$ cat config.mk
export PLATFORM = sky130hd
export DESIGN_NAME = mmc_lane
export DESIGN_NICKNAME = d
export VERILOG_FILES = /design/src/design/mmc_pkg.sv /design/src/design/mmc_lane.sv
export SDC_FILE = /design/constraint.sdc
export NUM_CORES = 2
export LEC_CHECK = 0
export CAP_MARGIN = 20
export CORE_MARGIN = 2
export CORE_UTILIZATION = 45
export CTS_CLUSTER_DIAMETER = 80
export DETAILED_ROUTE_END_ITERATION = 10
export DONT_BUFFER_PORTS = 1
export HOLD_SLACK_MARGIN = 0.06
export PLACE_DENSITY_LB_ADDON = 0.3
export RECOVER_POWER = 100
export SYNTH_ARGS = -nofsm -noshare
export SYNTH_HDL_FRONTEND = slang
export SYNTH_SLANG_ARGS = --single-unit
$ cat constraint.sdc
create_clock -name i_clk -period 17.6 [get_ports i_clk]
set_clock_uncertainty 0.1 [all_clocks]
set_input_delay 3.52 -clock i_clk [delete_from_list [all_inputs] [get_ports i_clk]]
set_output_delay 3.52 -clock i_clk [all_outputs]
set_load 0.005 [all_outputs]
$ cat src/design/mmc_pkg.sv
//------------------------------------------------------------------------------
// mmc_pkg
// Shared types and constants for the magnetometer calibration block.
//------------------------------------------------------------------------------
`timescale 1ns / 1ps
package mmc_pkg;
    localparam int NUM_AXES      = 3;
    localparam int DISCARD_DEF   = 100;
    localparam int S14_DEF       = 50;
    localparam int S16_DEF       = 200;
    localparam int MG_NUM        = 49120;
    localparam int DEN_14        = 8190;
    localparam int DEN_16        = 32760;
    localparam logic [15:0] SCALE_ONE = 16'd4096;
    localparam logic [15:0] SCALE_MAX = 16'd32767;

    localparam logic [2:0] REG_RANGE  = 3'd0;
    localparam logic [2:0] REG_ADJ_X  = 3'd1;
    localparam logic [2:0] REG_ADJ_Z  = 3'd3;
    localparam logic [2:0] REG_BIAS_X = 3'd4;
    localparam logic [2:0] REG_BIAS_Z = 3'd6;

    localparam logic [1:0] ST_OK    = 2'd0;
    localparam logic [1:0] ST_OVF   = 2'd1;
    localparam logic [1:0] ST_CAL   = 2'd2;
    localparam logic [1:0] ST_DONE  = 2'd3;

    typedef struct packed {
        logic        cmd;
        logic [15:0] x_raw;
        logic [15:0] y_raw;
        logic [15:0] z_raw;
        logic        overflow;
    } t_in;

    typedef struct packed {
        logic [1:0]  status;
        logic [16:0] x_cal;
        logic [16:0] y_cal;
        logic [16:0] z_cal;
        logic [31:0] x_scaled;
        logic [31:0] y_scaled;
        logic [31:0] z_scaled;
    } t_out;

    typedef struct packed {
        logic [2:0]  index;
        logic [15:0] data;
    } t_cfg;

    // lane control from the sequencer
    typedef struct packed {
        logic start;    // load operands
        logic track;    // update min/max with sample
        logic reload;   // reset min/max
    } t_lane_ctl;
endpackage

$ cat src/design/mmc_lane.sv
//------------------------------------------------------------------------------
// mmc_lane
// One axis: min/max tracking, bias removal and scaling product, rounded
// and divided by the range denominator with a short fold loop.
//------------------------------------------------------------------------------
`timescale 1ns / 1ps
module mmc_lane (
    input  logic                  i_clk,
    input  logic                  i_rst_n,
    input  mmc_pkg::t_lane_ctl    i_ctl,
    input  logic [15:0]           i_raw,
    input  logic [15:0]           i_bias,
    input  logic [7:0]            i_adj,
    input  logic [15:0]           i_scale,
    input  logic                  i_range,
    output logic [16:0]           o_cal,
    output logic [31:0]           o_scaled,
    output logic                  o_done,
    output logic signed [15:0]    o_max,
    output logic signed [15:0]    o_min
);
    import mmc_pkg::*;
    localparam int PW = 64;
    localparam int RW = 44;
    localparam logic [31:0] D14 = 32'(DEN_14 * 4096);
    localparam logic [31:0] D16 = 32'(DEN_16 * 4096);
    localparam logic [RW-1:0] FOLD_BASE = RW'(4096);
    localparam logic [RW-1:0] FOLD_DIV  = RW'(4095);

    logic signed [15:0] r_max, r_min;
    logic signed [16:0] r_d;
    logic [16:0]        r_mag;
    logic [32:0]        r_p1;    // mag * 49120
    logic [24:0]        r_p2;    // (adj+128) * scale
    logic [PW-1:0]      r_p;
    logic [2:0]         r_ph;
    logic               r_neg;
    logic [31:0]        w_den;
    logic [RW-1:0]      r_r;
    logic [31:0]        r_q;
    logic               r_busy, r_done;
    logic signed [32:0] w_sq;

    assign w_den = i_range ? D16 : D14;

    always_ff @(posedge i_clk) begin
        if (!i_rst_n) begin
            r_max <= -16'sd32767;
            r_min <= 16'sd32767;
            r_ph  <= '0;
        end else begin
            if (i_ctl.reload) begin
                r_max <= -16'sd32767;
                r_min <= 16'sd32767;
            end else if (i_ctl.track) begin
                if ($signed(i_raw) > r_max) r_max <= $signed(i_raw);
                if ($signed(i_raw) < r_min) r_min <= $signed(i_raw);
            end
            r_ph <= {r_ph[1:0], i_ctl.start};
        end
        if (i_ctl.start) begin
            r_d <= $signed({i_raw[15], i_raw}) - $signed({i_bias[15], i_bias});
        end
        if (r_ph[0]) begin
            r_neg <= r_d[16];
            r_mag <= r_d[16] ? 17'(-r_d) : 17'(r_d);
            r_p2  <= 25'({1'b0, i_adj} + 9'd128) * 25'(i_scale);
        end
        if (r_ph[1]) r_p1 <= 33'(r_mag) * 33'(MG_NUM);
        if (r_ph[2]) r_p <= PW'(r_p1) * PW'(r_p2) + PW'(w_den >> 1);
    end

    // r_p settles in the cycle after r_ph[2]
    logic r_go;
    always_ff @(posedge i_clk) begin
        if (!i_rst_n) r_go <= 1'b0;
        else          r_go <= r_ph[2];
    end

    // den = 4095 << 13 (14-bit) or 4095 << 15 (16-bit): the shift floors
    // exactly, then 4095 = 2^12 - 1 is removed by folding 12-bit digits,
    // at most four folds plus one closing step
    always_ff @(posedge i_clk) begin
        if (!i_rst_n) begin
            r_busy <= 1'b0;
            r_done <= 1'b0;
        end else begin
            r_done <= r_busy && (r_r < FOLD_BASE);
            if (r_go) begin
                r_busy <= 1'b1;
            end else if (r_busy && (r_r < FOLD_BASE)) begin
                r_busy <= 1'b0;
            end
        end
        if (r_go) begin
            r_r <= i_range ? RW'(r_p >> 15) : RW'(r_p >> 13);
            r_q <= '0;
        end else if (r_busy) begin
            if (r_r >= FOLD_BASE) begin
                r_q <= r_q + 32'(r_r >> 12);
                r_r <= (r_r >> 12) + RW'(r_r[11:0]);
            end else if (r_r == FOLD_DIV) begin
                r_q <= r_q + 32'd1;
            end
        end
    end

    always_comb begin
        w_sq = r_neg ? -$signed({1'b0, r_q}) : $signed({1'b0, r_q});
        if (w_sq > 33'sd2147483647) o_scaled = 32'h7FFF_FFFF;
        else if (w_sq < -33'sd2147483648) o_scaled = 32'h8000_0000;
        else o_scaled = w_sq[31:0];
    end
    assign o_cal  = r_d;
    assign o_done = r_done;
    assign o_max  = r_max;
    assign o_min  = r_min;
endmodule

==> qor.csv <==
metric,value,unit
Initial Util,45.23,%
fraction of registers with async set/reset,0,%
core area,0.1031,mm²
post-CTS setup buffers,0,
die height,325.8,µm
Layout area overhead,5.034,%
Via Count,33730,
initial antenna violation count,3,
# IOs,144,
WL met3,6.126,mm
RSZ-0062 raised after global routing,no,
Max Cap Viol,6,
Netlist cell types,88,
"Hold Vio Cnt, Final",0,
Hold WC Path Type,register to register,
Syn Nets,6371,
vias in the first global route,36000,
transition time of the tightest slew-check pin,2.878,ns
wire length of the first global-routing pass,192.3,mm
grt total ovfl,0,
Critical Path AT,10.09,ns
full die area,0.1062,mm²
Iteration-0 DRC Markers,2006,
pre-CTS WS,8.063,ns
min cycle time layout,9.881,ns
number of buffers added on ports,0,
CTS Hold Bufs,0,
layout cell share with drive strength beyond 1,2.826,%
crit start category,register,
CTS H-tree depth,2,
Initial DRT Pass Iterations,5,
Fill cells,9965,
total negative setup slack,0,ns
most frequent cells in the layout,"1054 x inv_1, 785 x fa_1, 547 x nand2_1, 429 x and2_1, 415 x ha_1",
fmax,101.2,MHz
Remaining DRCs,0,
final number of setup-violating endpoints,0,
Metal-1 WL,49.60,mm
failing checks,"capacitance limit, slew limit",
area of the multi-input gates,0.03498,mm²
"leading cell type in the layout, fill and taps excluded",inv_1,
utilization after layout,47.50,%
synthesized instance count,5109,
status,"complete, but fails checks",
CTS resizes,0,
fin. max-slew vios,269,
Worst setup EP type,register,
Routed Antenna Nets,0,
latest clock arrival within the worst-skew pair,0.57,ns
relative max-transition margin,-91.87,%
area fraction of the dominant cell type after synthesis,33.72,%
final WL,116.7,mm
Die Wd,325.8,µm
Setup CP Type,register to register,
Post-Syn Area,0.04661,mm²
Clock Sink Count,248,
num rows,118,
setup slack after layout,7.719,ns
routed vias/inst,5.295,
warnings from Yosys,0,
mean post-synth cell area,9.123,µm²
cts bufs inserted,34,
fin nets,6227,
Synth Register Bits,248,
wire length per cell,18.32,µm
WHS,0.3511,ns
Clock transition at path regs,0.06,ns
largest net degree at the start of global routing,60,
HPWL Detailed,90.82,mm
Post-synth EDFFs,178,
most used flip-flop cell after synthesis,edfxtp_1,
Root Buffer,clkbuf_16,
Antenna diodes,0,
Worst Path Required,17.81,ns
worst-case clock buffer depth,3,
Reg area,0.006746,mm²
Top Layer Used,met5,
CTS tree,yes,
Synth area leaders,"fa_1 34%, edfxtp_1 11%, ha_1 11%",
period utilisation layout,56.14,%
routed length on met2,57.59,mm
largest area contributor in the netlist,fa_1,
share of the yosys chip area belonging to registers,14.48,%
All-Layer GR Usage,22.58,%
Final Wtd Congestion,0.9406,
largest fanout on the critical path,25,
layout make-up:
cell class	instances	area share [%]
sequential	248	13.78
multi-input combinational	3575	71.45
clock buffer	38	1.812
tap	1380	3.527
clock inverter	22	0.5086
inverter	1055	8.089
timing repair buffer	51	0.8332
registers in the layout (all words and copies together), names as in the netlist:
signal and flops:
o_max 16, r_p 46, r_mag 17, r_ph 3
r_q 32, r_p2 25, o_cal 17, r_busy 1
r_p1 28, o_min 16, r_neg 1, r_go 1
r_r 44, o_done 1
layer usage:
metal  vias up  GRT usage, %
li1      15670             -
met1     16900         29.42
met2       947         39.30
met3       204         2.752
met4         2         6.832
met5         -             0
through the flow:
step           instances  instance area (µm²)
6_report            6369                48950
3_5_place_dp        6305                47830
4_1_cts             6365                48970
3_3_place_gp        6304                47810
2_1_floorplan       5109                46610
5_1_grt             6369                48950
synthesized netlist by cell type, types with 5 or more instances:
| library cell | number |
|---|---|
| inv_1 | 1054 |
| fa_1 | 785 |
| nand2_1 | 547 |
| and2_1 | 437 |
| ha_1 | 415 |
| clkbuf_1 | 202 |
| nor2_1 | 188 |
| edfxtp_1 | 178 |
| a21oi_1 | 158 |
| xnor2_1 | 144 |
| o21ai_0 | 112 |
| mux2i_1 | 80 |
| xor2_1 | 72 |
| dfxtp_1 | 70 |
| a21o_1 | 64 |
| nor3_1 | 53 |
| nand3_1 | 48 |
| nor2b_1 | 40 |
| nand4_1 | 31 |
| o211ai_1 | 31 |
| o31ai_1 | 26 |
| nand2b_1 | 25 |
| nor4_1 | 23 |
| o21bai_1 | 22 |
| and3_1 | 20 |
| o21ai_1 | 20 |
| a31oi_1 | 18 |
| mux2_2 | 18 |
| o21a_1 | 17 |
| or3_1 | 17 |
| a211oi_1 | 15 |
| a21boi_0 | 15 |
| or2_2 | 14 |
| buf_1 | 13 |
| buf_2 | 13 |
| or4_1 | 12 |
| o41ai_1 | 10 |
| nand3b_1 | 6 |
| a211o_1 | 5 |
| a41oi_1 | 5 |
| nor3b_1 | 5 |
| o31a_1 | 5 |
worst max-delay path: stages, from the launching register on:
cell and delay [ns]:
edfxtp_1 1.11, nand2_1 0.20, fa_1 0.57, inv_1 0.05, fa_1 0.49, inv_1 0.05, fa_1 0.47, inv_1 0.06
fa_1 0.52, fa_1 0.52, fa_1 0.54, inv_1 0.05, fa_1 0.52, inv_1 0.04, ha_1 0.50, a21oi_1 0.18
o21ai_0 0.72, nor4_1 0.14, a311o_1 0.34, a21oi_1 0.12, o211ai_1 0.15, or3_1 0.47, a2111o_1 0.48, or4b_1 0.62
nor2_1 0.30, nand2_1 0.14, xor2_1 0.18
cells by family after synthesis:
logic type | Yosys count | synth area share (%)
fa+ha+maj | 1201 | 44.88
mux | 98 | 2.153
simple gates | 1487 | 16.01
xor+xnor | 217 | 4.094
compound gates | 572 | 7.962
buf+inv | 1286 | 10.42
flops | 248 | 14.48
path summary, 6_finish.rpt:
kind	startpoint	end	slack [ns]	cells after the start
hold reg to reg	r_busy	o_done	0.35	2
setup / recovery	r_p1[10]	r_p[56]	7.72	26
hold / removal	r_busy	o_done	0.35	2
setup reg to reg	r_p1[10]	r_p[56]	7.72	26
Power is left out: the tool's default activity adds up to more than one toggle a clock period on the data nets, which glitch-free logic cannot reach.
