<file path="config.mk">
export PLATFORM = sky130hd
export DESIGN_NAME = mmc_div
export DESIGN_NICKNAME = d
export VERILOG_FILES = /design/src/design/mmc_div.sv
export SDC_FILE = /design/constraint.sdc
export NUM_CORES = 1
export LEC_CHECK = 0
export BUFFER_PORTS_ARGS = -buffer_cell sky130_fd_sc_hd__buf_2
export CAP_MARGIN = 10
export CORE_ASPECT_RATIO = 2
export CORE_MARGIN = 2
export CORE_UTILIZATION = 50
export DETAILED_ROUTE_END_ITERATION = 16
export PLACE_DENSITY = 0.79
export SYNTH_ARGS = -nofsm -noshare
export SYNTH_HDL_FRONTEND = slang
export SYNTH_SLANG_ARGS = --single-unit
export TNS_END_PERCENT = 30
</file>
<file path="constraint.sdc">
create_clock -name i_clk -period 3.4 [get_ports i_clk]
set_clock_uncertainty 0.05 [all_clocks]
set_input_delay 0.34 -clock i_clk [delete_from_list [all_inputs] [get_ports i_clk]]
set_output_delay 0.34 -clock i_clk [all_outputs]
set_load 0.02 [all_outputs]
</file>
<file path="src/design/mmc_div.sv">
//------------------------------------------------------------------------------
// mmc_div
// Restoring unsigned divider, one quotient bit per cycle.
//------------------------------------------------------------------------------
`timescale 1ns / 1ps
module mmc_div #(
    parameter int NW = 48,
    parameter int DW = 32
) (
    input  logic          i_clk,
    input  logic          i_rst_n,
    input  logic          i_start,
    input  logic [NW-1:0] i_num,
    input  logic [DW-1:0] i_den,
    output logic          o_done,
    output logic [NW-1:0] o_quo
);
    localparam int CW = $clog2(NW + 1);
    logic [NW-1:0] r_quo, n_quo;
    logic [DW:0]   r_rem, n_rem;
    logic [DW-1:0] r_den;
    logic [CW-1:0] r_cnt, n_cnt;
    logic          r_busy, n_busy, r_done;
    logic [DW:0]   w_sh;

    always_comb begin
        w_sh   = {r_rem[DW-1:0], r_quo[NW-1]};
        n_quo  = {r_quo[NW-2:0], 1'b0};
        n_rem  = w_sh;
        n_cnt  = r_cnt - 1'b1;
        n_busy = r_busy;
        if (w_sh >= {1'b0, r_den}) begin
            n_rem    = w_sh - {1'b0, r_den};
            n_quo[0] = 1'b1;
        end
        if (r_cnt == CW'(1)) n_busy = 1'b0;
    end

    always_ff @(posedge i_clk) begin
        if (!i_rst_n) begin
            r_busy <= 1'b0;
            r_done <= 1'b0;
        end else begin
            r_done <= r_busy && !n_busy;
            if (i_start) begin
                r_busy <= 1'b1;
            end else if (r_busy) begin
                r_busy <= n_busy;
            end
        end
        if (i_start) begin
            r_quo <= i_num;
            r_rem <= '0;
            r_den <= i_den;
            r_cnt <= CW'(NW);
        end else if (r_busy) begin
            r_quo <= n_quo;
            r_rem <= n_rem;
            r_cnt <= n_cnt;
        end
    end
    assign o_done = r_done;
    assign o_quo  = r_quo;
endmodule

</file>
==> summary.txt, run 1 <==
Outcome
  – Status: completed

Clock tree
  – Clock sink count: 120
  – CTS buffer count: 17
  – Reg clk slew, reported paths: 0.06 ns
  – Worst skew pair latency: 0.42 ns
  – CTS root buffer: clkbuf_16
  – TritonCTS clock tree: yes
  – Clock Path Buffers: 2
  – CTS H-tree lvls: 4

Worst setup path
  – CP Launch Type: flip-flop
  – Max incr delay on CP: 0.41 ns
  – Critical path depth in cells: 13
  – Critical Path AT: 3.50 ns
  – Critical path peak fanout: 4
  – Buf/Inv on CP: 2
  – Crit path top cell by count: inv_1
  – Setup crit end kind: flip-flop
  – Crit path cell chain: inv_1 > ha_1 > inv_1 > fa_1 > a21o_1 > a221oi_4 > a2bb2oi_2 > o221ai_4 > a211oi_2 > o21ai_1 > xnor2_1 > mux2i_1 > a211oi_1
  – Worst reg2reg path depth: 13
  – Crit path required time: 3.68 ns
  – Crit-path leading delay family: compound AO/OA/AOI/OAI gates
  – Crit-path slowest cell: fa_1
  – Setup Crit Path Kind: flip-flop to flip-flop

Drt
  – Pre-Repair DR Iteration Count: 5
  – DR vias: 5284
  – Antenna Nets Post-Route: 0
  – Drt wl/cell: 17.2 um
  – Routed wire length: 15600 um
  – DRC Markers: 0
  – DRT iter0 DRCs: 275
  – DR vias/cell: 5.83

Timing
  – Min cycle time layout: 3.22 ns
  – Hold_ws: 0.0411 ns
  – Final hold vios: 0
  – Rel. slew slack: 51.5%
  – Final slew viol count: 0
  – Slew @ Worst Pin: 0.720 ns
  – Max Clk Rate: 311 MHz
  – Final Cycle Share: 94.6%
  – Setup-failing EPs final: 0
  – RSZ-0062 raised after global routing: yes

Hold path
  – Worst Hold Depth: 1
  – HP Class: primary input to flip-flop

Global route
  – Vias in the first global route: 5659
  – Pin count of the biggest net entering global routing: 65
  – Antenna violations before repair: 0
  – Total gr overflow: 0
  – GRT Overall Usage: 22.3%
  – First-pass GRT wire length: 25500 um

Floorplan
  – Width of the chip: 85.7 um
  – Initial Util: 51.3%
  – Row cnt: 59
  – DIE AREA: 14300 sq um
  – Die height: 167 um
  – Core footprint: 13000 sq um
  – I/O pin count: 132

Layout
  – Final antenna diode count: 0
  – Layout cells sized above 1: 30.6%
  – Layout Nets: 860
  – Post-Layout Inst Area: 8070 sq um
  – Post-layout util: 62.1%
  – Layout area overhead: 21.0%

Synth
  – Number of enable flip-flop cells after synthesis: 80
  – Syn_area_per_cell: 10.8 sq um
  – Cell area after synthesis: 6670 sq um
  – Post-synth top area cell: edfxtp_1
  – Post-Synthesis Cells: 616
  – Top cell type's share of synthesized area: 36.0%
  – Register area share after synthesis: 48.0%
  – Yosys cell types: 52
  – Asr flop ratio synth: 0%
  – Synth Register Bits: 120
  – Main flop type after synthesis: edfxtp_1
  – Ys Warns: 0
  – Post-Syn Nets: 734
  – Synth area leaders: edfxtp_1 36%, dfxtp_1 12%, mux2_2 8.1%

Power and ir drop
  – Max rail drop VDD: 0.469 mV
  – Leak: 3.40 nW
  – Tot Pwr: 4.62 mW
  – Power density cells: 572 nW/um^2

Flow run
  – Max-cap viol count: 0

Place
  – DP HPWL: 11300 um
  – IO buf count: 131
  – Global placer's final weighted congestion: 0.946
  – DP Area: 7430 sq um
[cell usage in the layout, fill, tap and decap left out, drive strengths merged, types with 9 or more instances in the layout]
master,synthesis,final
dfxtp,40,40
nand2b,10,10
nor2,57,57
mux2,49,49
clkbuf,19,17
nand3,10,10
xnor2,17,17
mux2i,24,24
buf,12,138
ha,34,34
a21oi,31,31
a211oi,32,32
o21ai,21,21
nor3,9,9
edfxtp,80,80
inv,43,51
a21o,13,13
nand2,36,36
xor2,13,13
[cell families (layout without fill, tap and decap cells)]
group,count (synthesis),after routing,synth area share (%)
compound gates,145,145,15.4
xor+xnor,30,30,3.94
fa+ha+maj,35,35,6.68
buf+inv,74,213,4.77
flops,120,120,48.0
mux,73,73,11.9
simple gates,139,139,9.29
[what timing repair did]
| item | CTS | global route |
|---|---|---|
| hold buffers | 0 | 0 |
| buffers inserted | 0 | 0 |
| gates resized for setup | 0 | 5 |
| setup endpoints to repair | 0 | 4 |
[cell type report]
type | count | area (sq um)
Multi-Input combinational cell | 422 | 3190
Tap cell | 152 | 190
Sequential cell | 120 | 3200
Clock buffer | 17 | 425
Fill cell | 1029 | 4920
Inverter | 43 | 161
Clock inverter | 15 | 180
Timing Repair Buffer | 138 | 723
[final timing paths]
path | startpoint | endpoint | slack [ns]
worst max register to register | o_quo[47] | r_rem[22] | 0.18
worst max-delay path | o_quo[47] | r_rem[22] | 0.18
worst min-delay path | i_den[26] | r_den[26] | 0.04
worst min register to register | r_rem[4] | r_rem[4] | 0.45
[synth_stat cells (all sizes together) (12+ instances only)]
cell type  number
a21oi          31
buf            12
nor2           57
clkbuf         19
nand2          36
ha             34
mux2           49
inv            43
xor2           13
dfxtp          40
a211oi         32
mux2i          24
o21ai          21
a21o           13
edfxtp         80
xnor2          17
[power breakdown]
part	internal [mW]	total [mW]	switching [mW]
Sequential	1.71	1.79	0.0786
Combinational	0.401	0.966	0.565
Clock	1.11	1.86	0.748
[state kept, by name (all words and copies together) (netlist names)]
name / cells
o_quo: 48
r_rem: 32
r_den: 32
r_cnt: 6
o_done: 1
r_busy: 1
[routing by layer]
| layer | global-route usage (%) | up-vias | wire length [um] |
|---|---|---|---|
| li1 | - | 2526 | - |
| met5 | 0 | - | 0 |
| met2 | 39.5 | 239 | 8270 |
| met1 | 22.5 | 2454 | 5530 |
| met3 | 5.91 | 65 | 973 |
| met4 | 14.4 | 0 | 812 |
[per-stage QoR]
stage          std cells  worst slack (ns)  TNS (ns)
4_1_cts              907             0.138         0
3_3_place_gp         875             0.324         0
6_report             907             0.185         0
2_1_floorplan        616             0.333         0
5_1_grt              907          -0.00129  -0.00129
3_5_place_dp         875             0.167         0
(Power assumes the default switching activity.)
==> run 2: changes to the inputs <==
==> constraint.sdc (replaced) <==
create_clock -name i_clk -period 3.47 [get_ports i_clk]
set_clock_uncertainty 0.05 [all_clocks]
set_input_delay 0.347 -clock i_clk [delete_from_list [all_inputs] [get_ports i_clk]]
set_output_delay 0.347 -clock i_clk [all_outputs]
set_load 0.02 [all_outputs]
==> run 2 against run 1 <==
  * Fmax is 0.79% lower
  * Count of clock-buffer cells in the layout did not move
  * Sequential power is 2% lower
  * Global-route usage rose by 0.42 points
  * Final area is 0.65% lower
  * Largest power group unchanged
==> summary.txt, run 2 (same netlist as run 1, synthesis figures left out) <==
Clock tree
  – CTS buffer count: 17
  – Reg clk slew, reported paths: 0.07 ns
  – CTS root buffer: clkbuf_16
  – Worst skew pair latency: 0.42 ns
  – Clock Path Buffers: 2
  – CTS H-tree lvls: 4
  – Clock sink count: 120
  – TritonCTS clock tree: yes
  – Post-CTS Setup Bufs: 0

Floorplan
  – DIE AREA: 14300 sq um
  – Die height: 167 um
  – Row cnt: 59
  – Initial Util: 51.3%
  – I/O pin count: 132
  – Width of the chip: 85.7 um
  – Core footprint: 13000 sq um

Worst setup path
  – Buf/Inv on CP: 2
  – Critical path peak fanout: 4
  – Crit path top cell by count: inv_1
  – Crit-path leading delay family: compound AO/OA/AOI/OAI gates
  – Critical Path AT: 3.52 ns
  – CP Launch Type: flip-flop
  – Setup Crit Path Kind: flip-flop to flip-flop
  – Crit path required time: 3.75 ns
  – Setup crit end kind: flip-flop
  – Max incr delay on CP: 0.41 ns
  – Crit-path slowest cell: fa_1
  – Crit path cell chain: inv_1 > ha_1 > inv_1 > fa_1 > a21o_1 > a221oi_2 > a2bb2oi_2 > o221ai_2 > a211oi_2 > o21ai_1 > xnor2_1 > mux2i_1 > a211oi_1

Timing
  – RSZ-0062 raised after global routing: no
  – Slew @ Worst Pin: 0.682 ns
  – Final hold vios: 0
  – Hold_ws: 0.0424 ns
  – Final Cycle Share: 93.4%
  – Rel. slew slack: 54.1%
  – Min cycle time layout: 3.24 ns
  – Final slew viol count: 0
  – Max Clk Rate: 309 MHz
  – Setup TNS: 0 ns
  – Setup-failing EPs final: 0

Place
  – IO buf count: 131
  – DP HPWL: 11400 um
  – Global placer's final weighted congestion: 0.946
  – DP Area: 7430 sq um

Drt
  – Routed wire length: 15900 um
  – Pre-Repair DR Iteration Count: 5
  – DR vias/cell: 5.85
  – DR vias: 5305
  – Antenna Nets Post-Route: 0
  – Drt wl/cell: 17.6 um
  – DRT iter0 DRCs: 316
  – DRC Markers: 0

Layout
  – Largest register FFs: 48
  – Layout Nets: 860
  – Layout area overhead: 20.2%
  – Post-layout util: 61.7%
  – Post-Layout Inst Area: 8020 sq um
  – Most common cell after layout, fill and taps aside: buf_2
  – Layout cells sized above 1: 30.5%
  – Most frequent cells in the layout: 130 x buf_2, 80 x edfxtp_1, 56 x nor2_1
  – Final antenna diode count: 0
  – FILL cells: 1057

Global route
  – Antenna violations before repair: 0
  – Total gr overflow: 0
  – Pin count of the biggest net entering global routing: 65
  – First-pass GRT wire length: 25800 um
  – Vias in the first global route: 5594
  – GRT Overall Usage: 22.8%

Power and ir drop
  – Power density cells: 556 nW/um^2
  – Tot Pwr: 4.46 mW
  – Leak: 3.38 nW
  – Max rail drop VDD: 0.452 mV

Flow run
  – Max-cap viol count: 0

Hold path
  – HP Class: primary input to flip-flop

Outcome
  – Status: completed
## run 2: changes by cell type in the layout (fill, tap and decap cells not counted)
cell,previous run,this run
o221ai_2,0,1
a221oi_2,0,1
bufinv_16,2,1
clkinv_4,3,2
a2111oi_0,0,1
a221oi_4,1,0
a2111oi_2,1,0
clkinvlp_4,0,2
o221ai_4,1,0
## run 2: area by class of cell
| class | instances | area [sq um] | area share (%) |
|---|---|---|---|
| Sequential cell | 120 | 3200 | 40.0 |
| Multi-Input combinational cell | 422 | 3160 | 39.4 |
| Timing Repair Buffer | 138 | 723 | 9.02 |
| Clock buffer | 17 | 425 | 5.31 |
| Tap cell | 152 | 190 | 2.37 |
| Inverter | 43 | 161 | 2.01 |
| Clock inverter | 15 | 156 | 1.95 |
## run 2: final timing paths
check | start | end | slack (ns) | cells after the start
worst max-delay path | o_quo[47] | r_rem[22] | 0.23 | 13
worst min-delay path | i_den[6] | r_den[6] | 0.04 | 1
worst max register to register | o_quo[47] | r_rem[22] | 0.23 | 13
worst min register to register | r_rem[6] | r_rem[6] | 0.46 | 2
## run 2: what timing repair did
item,4_1_cts,5_1_grt
hold endpoints to repair,0,0
setup endpoints to repair,0,1
hold buffers,0,0
gates resized for setup,0,1
## run 2: stage by stage
step	setup WS [ns]	std cells
2_1_floorplan	0.403	616
3_3_place_gp	0.394	875
3_5_place_dp	0.245	875
4_1_cts	0.237	907
5_1_grt	0.00733	907
6_report	0.229	907
## run 2: routing by layer
layer	global-route usage, %	part of all wire [%]
met4	12.8	3.9
met2	41.3	54
met3	5.67	6.2
met5	0	0
met1	23.0	36
## run 2: worst reg2reg max path, cell delays in order (launching register included)
cell       delay [ns]
edfxtp_1         0.38
inv_1            0.10
ha_1             0.17
inv_1            0.06
fa_1             0.41
a21o_1           0.23
a221oi_2         0.31
a2bb2oi_2        0.23
o221ai_2         0.20
a211oi_2         0.30
o21ai_1          0.13
xnor2_1          0.25
mux2i_1          0.11
a211oi_1         0.24
## run 2: report_power, final
part / internal, mW / switching, mW / total (mW)
registers: 1.68 / 0.0778 / 1.75
clock network: 1.02 / 0.753 / 1.77
logic: 0.388 / 0.550 / 0.938
total: 3.08 / 1.38 / 4.46
